===== config.mk =====
export PLATFORM = sky130hd
export DESIGN_NAME = oah_mod
export DESIGN_NICKNAME = d
export VERILOG_FILES = /design/src/hdl/assert_macros.svh /design/src/hdl/oah_pkg.sv /design/src/hdl/oah_mod.sv
export SDC_FILE = /design/constraint.sdc
export NUM_CORES = 1
export LEC_CHECK = 0
export BUFFER_PORTS_ARGS = -buffer_cell sky130_fd_sc_hd__buf_4
export CAP_MARGIN = 10
export CORE_MARGIN = 2
export CORE_UTILIZATION = 40
export DETAILED_ROUTE_END_ITERATION = 7
export PLACE_DENSITY = 0.65
export SYNTH_ARGS = -nofsm -noshare
export SYNTH_HDL_FRONTEND = slang
export SYNTH_SLANG_ARGS = --single-unit

===== constraint.sdc =====
create_clock -name i_clk -period 2.75 [get_ports i_clk]
set_clock_uncertainty 0.1 [all_clocks]
set_input_delay 0.275 -clock i_clk [delete_from_list [all_inputs] [get_ports i_clk]]
set_output_delay 0.275 -clock i_clk [all_outputs]
set_load 0.05 [all_outputs]

===== src/hdl/assert_macros.svh =====
// Assertion macros shared by the RTL of the hash table unit.
// Depends on nothing; included by the files that carry assertions.
`ifndef ASSERT_MACROS_SVH
`define ASSERT_MACROS_SVH

// Clocked check, disabled while the active-low reset is asserted.
`define OAH_ASSERT(lbl, clk, rstn, prop) \
    lbl: assert property (@(posedge clk) disable iff (!rstn) prop) \
        else $error("hash table check failed");

// Clocked implication check built on the macro above.
`define OAH_ASSERT_IMP(lbl, clk, rstn, pre, post) \
    `OAH_ASSERT(lbl, clk, rstn, (pre) |-> (post))

`endif


===== src/hdl/oah_pkg.sv =====
// Package of the open-address hash table unit: codes, widths and shared types.
// Depends on nothing.
package oah_pkg;

    localparam int DEF_SLOTS       = 1024;
    localparam int DEF_PROBE_LIMIT = 64;
    localparam int DEF_KEY_BITS    = 32;
    localparam int DEF_VALUE_BITS  = 32;

    localparam int FIELD_BITS = 32;   // width of key, hash and value ports
    localparam int CFG_BITS   = 11;   // width of the configuration data word
    localparam int CNT_BITS   = 11;   // entry count width
    localparam int REC_BITS   = 7;    // longest probe width
    localparam int STEP_BITS  = 8;    // probe step counter, up to 255
    localparam int DIV_BITS   = 32;   // dividend width of the remainder unit

    localparam logic [2:0] ACT_INSERT = 3'd0;
    localparam logic [2:0] ACT_REMOVE = 3'd1;
    localparam logic [2:0] ACT_SEARCH = 3'd2;
    localparam logic [2:0] ACT_GET    = 3'd3;
    localparam logic [2:0] ACT_CLEAR  = 3'd4;

    localparam logic [1:0] CFG_BUCKETS  = 2'd0;
    localparam logic [1:0] CFG_CAPACITY = 2'd1;
    localparam logic [1:0] CFG_OFFSET   = 2'd2;

    typedef struct packed {
        logic busy;
        logic done;
    } t_mod_stat;

endpackage


===== src/hdl/oah_mod.sv =====
// Bit-serial remainder unit: one dividend bit per cycle, restoring form.
// Depends on oah_pkg.
module oah_mod import oah_pkg::*; #(
    parameter int SLOTS = DEF_SLOTS
) (
    input  logic                             i_clk,
    input  logic                             i_rst_n,
    input  logic                             i_start,
    input  logic [DIV_BITS-1:0]              i_dividend,
    input  logic [$clog2(SLOTS+1)-1:0]       i_divisor,
    output t_mod_stat                        o_stat,
    output logic [$clog2(SLOTS+1)-1:0]       o_rem
);
    localparam int BW = $clog2(SLOTS + 1);
    localparam int NW = $clog2(DIV_BITS + 1);

    logic [DIV_BITS-1:0] r_q;
    logic [BW-1:0]       r_rem, n_rem;
    logic [NW-1:0]       r_cnt;
    logic                r_busy, r_done;
    logic [BW:0]         trial;

    // Shift in the next bit and subtract the divisor when it fits.
    always_comb begin
        trial = {r_rem, r_q[DIV_BITS-1]};
        if (trial >= {1'b0, i_divisor}) begin
            n_rem = BW'(trial - {1'b0, i_divisor});
        end else begin
            n_rem = trial[BW-1:0];
        end
    end

    always_ff @(posedge i_clk) begin
        if (!i_rst_n) begin
            r_busy <= 1'b0;
            r_done <= 1'b0;
            r_cnt  <= '0;
        end else begin
            r_done <= 1'b0;
            if (i_start) begin
                r_busy <= 1'b1;
                r_cnt  <= NW'(DIV_BITS);
            end else if (r_busy) begin
                r_cnt <= r_cnt - 1'b1;
                if (r_cnt == NW'(1)) begin
                    r_busy <= 1'b0;
                    r_done <= 1'b1;
                end
            end
        end
    end

    always_ff @(posedge i_clk) begin
        if (i_start) begin
            r_q   <= i_dividend;
            r_rem <= '0;
        end else if (r_busy) begin
            r_q   <= {r_q[DIV_BITS-2:0], 1'b0};
            r_rem <= n_rem;
        end
    end

    assign o_stat.busy = r_busy;
    assign o_stat.done = r_done;
    assign o_rem       = r_rem;

endmodule


==> reports/qor.txt <==
status: complete, no violations
P_leak: 1.45 nW
PwrDens: 548 nW/µm²
drt initial violations: 106
Final Setup Violations: 0
Max Cap Violations: 0
Setup Crit Path Kind: reg2reg
CTS buffer count: 5
drt first pass iters: 4
drt wl/cell: 13.7 µm
Slew Limit Headroom: 63.2%
chip height: 88.1 µm
first-pass GRT wire length: 9140 µm
Worst-Skew Late Latency: 310 ps
worst min path class: in2reg
largest cells by area after synthesis: edfxtp_1 34%, dfxtp_1 13%, mux2_2 12%
maximum VDD drop: 0.000249 V
Port Buffers: 58
fmax: 389 MHz
fraction of registers with async set/reset: 0%
Mapped Cells: 258
detailed-placement wirelength estimate: 3980 µm
# IOs: 59
Avg Cell Area, Syn: 11.0 µm²
Yosys warning count: 0
Final Slew Violations: 0
layout cells sized above 1: 34.6%
Worst-Margin Slew: 553 ps
critical path peak fanout: 4
Synth Register Bits: 51
Commonest cells post-synth: 32 x edfxtp_1, 31 x mux2_2, 22 x nand2_1, 22 x nor2_1
Layout Area Growth over Synthesis: 21.8%
Post-CTS Hold Buffers: 0
# resized after CTS: 0
Clk pin slew, worst setup/hold paths: 90 ps
antenna diode count: 0
GRT Overall Usage: 15.2%
total number of H-tree levels: 2
syn nets: 318
post-synth top area share: 34.0%
clk sink count: 51
die footprint: 7760 µm²
Setup Fix Bufs, Post-CTS: 0
row count: 30
Util after Layout: 50.4%
Critical Path RT: 2880 ps
Final Hold Fails: 0
initial antenna violation count: 0
maximum clock path buffer count: 2
fin crit share: 93.4%
vias in the first global route: 1986
Total Wirelength: 5650 µm
final net count: 374
Seq/Total Area, Yosys: 47.4%
crit path time final: 2570 ps
count leader, synth: edfxtp_1
Remaining DRCs: 0
RD Place Congestion: 0.838
Setup TNS: 0 ps
Core Box Area: 6830 µm²
post-route ant nets: 0
WP data arrival: 2700 ps
Worst setup SP type: register
synthesized area: 2830 µm²
Most used DFF post-synth: edfxtp_1
post-synthesis cell type count: 55
initial core utilization: 41.4%
CTS tree: yes
vias: 2119
grt total ovfl: 0
Post-synth EDFFs: 32
largest net degree at the start of global routing: 48
die width: 88.1 µm
CTS root buf: clkbuf_8
area leader, netlist: edfxtp_1
RSZ-0062 raised after global routing: false
vias per cell: 5.16
CP Capture Type: register
-- cell families after synthesis --
| family | synth area share, % |
|---|---|
| buffers and inverters | 5.00 |
| XOR/XNOR | 2.48 |
| AND/OR/NAND/NOR | 12.7 |
| AO/OA/AOI/OAI | 12.2 |
| flip-flops | 47.4 |
| multiplexers | 13.8 |
| adder cells (fa/ha/maj) | 6.46 |
-- metrics by stage --
| step | power, mW | setup slack (ps) | instance area, µm² | hold WS (ps) | instances |
|---|---|---|---|---|---|
| final | 1.89 | 182 | 3440 | 78.0 | 411 |
| after global routing | 1.99 | 15.3 | 3440 | 83.7 | 411 |
| after global placement | 1.43 | 225 | 3340 | 375 | 403 |
| after CTS | 1.90 | 161 | 3440 | 72.5 | 411 |
| after detailed placement | 1.44 | 161 | 3340 | 387 | 403 |
| after floorplan | 1.29 | 128 | 2830 | 293 | 258 |
-- sequential cells by signal, indices dropped and copies added (netlist names) --
register and cells:
o_rem 11, r_busy 1, r_cnt 6, r_done 1, r_q 32
-- worst max-delay path, cell delays in order, from the launching register on --
cell and delay [ps]:
edfxtp_1 360, inv_1 50, ha_1 200, fa_1 400, and2b_1 230, o22a_2 180
o2111ai_2 160, and2_1 190, or3b_1 380, a311oi_2 240
-- cell usage in the layout, fill, tap and decap left out, types with 3 or more instances in the layout --
| cell type | instances |
|---|---|
| mux2i_1 | 4 |
| inv_1 | 19 |
| mux2_2 | 31 |
| xor2_1 | 4 |
| o21ai_0 | 6 |
| a311oi_1 | 7 |
| clkbuf_8 | 6 |
| nand3_1 | 5 |
| nor3_1 | 4 |
| edfxtp_1 | 32 |
| a21o_1 | 4 |
| nand3b_1 | 3 |
| xnor2_1 | 4 |
| nand2_1 | 22 |
| a21oi_1 | 7 |
| buf_4 | 62 |
| ha_1 | 13 |
| nor2_1 | 22 |
| dfxtp_1 | 18 |
-- area by class of cell --
type / count / area (µm²)
clock inverters: 1 / 8.76
fillers: 678 / 3390
repair buffers: 62 / 465
flip-flops and latches: 51 / 1340
multi-input cells: 175 / 1350
clock buffers: 7 / 86.3
inverters: 19 / 71.3
well taps: 96 / 120
-- worst paths after layout --
check / from / endpoint / slack (ps) / cells past startpoint
max: r_q[31] / o_rem[10] / 180 / 9
min: i_rst_n / r_cnt[5] / 80 / 2
max reg2reg: r_q[31] / o_rem[10] / 180 / 9
min reg2reg: r_cnt[0] / r_cnt[0] / 400 / 2
-- metal layers --
layer / wire, µm / vias to the layer above / global-route usage (%)
li1: - / 1049 / -
met1: 2690 / 997 / 20.6
met2: 2520 / 66 / 23.4
met3: 365 / 7 / 4.52
met4: 67 / 0 / 5.37
met5: 0 / - / 0
-- report_power, final --
group	internal (mW)	switching, mW	leakage, nW
Clock	0.209	0.259	0.0489
Combinational	0.219	0.266	0.925
Sequential	0.898	0.0368	0.479
Power figures use the tool's default switching activity.
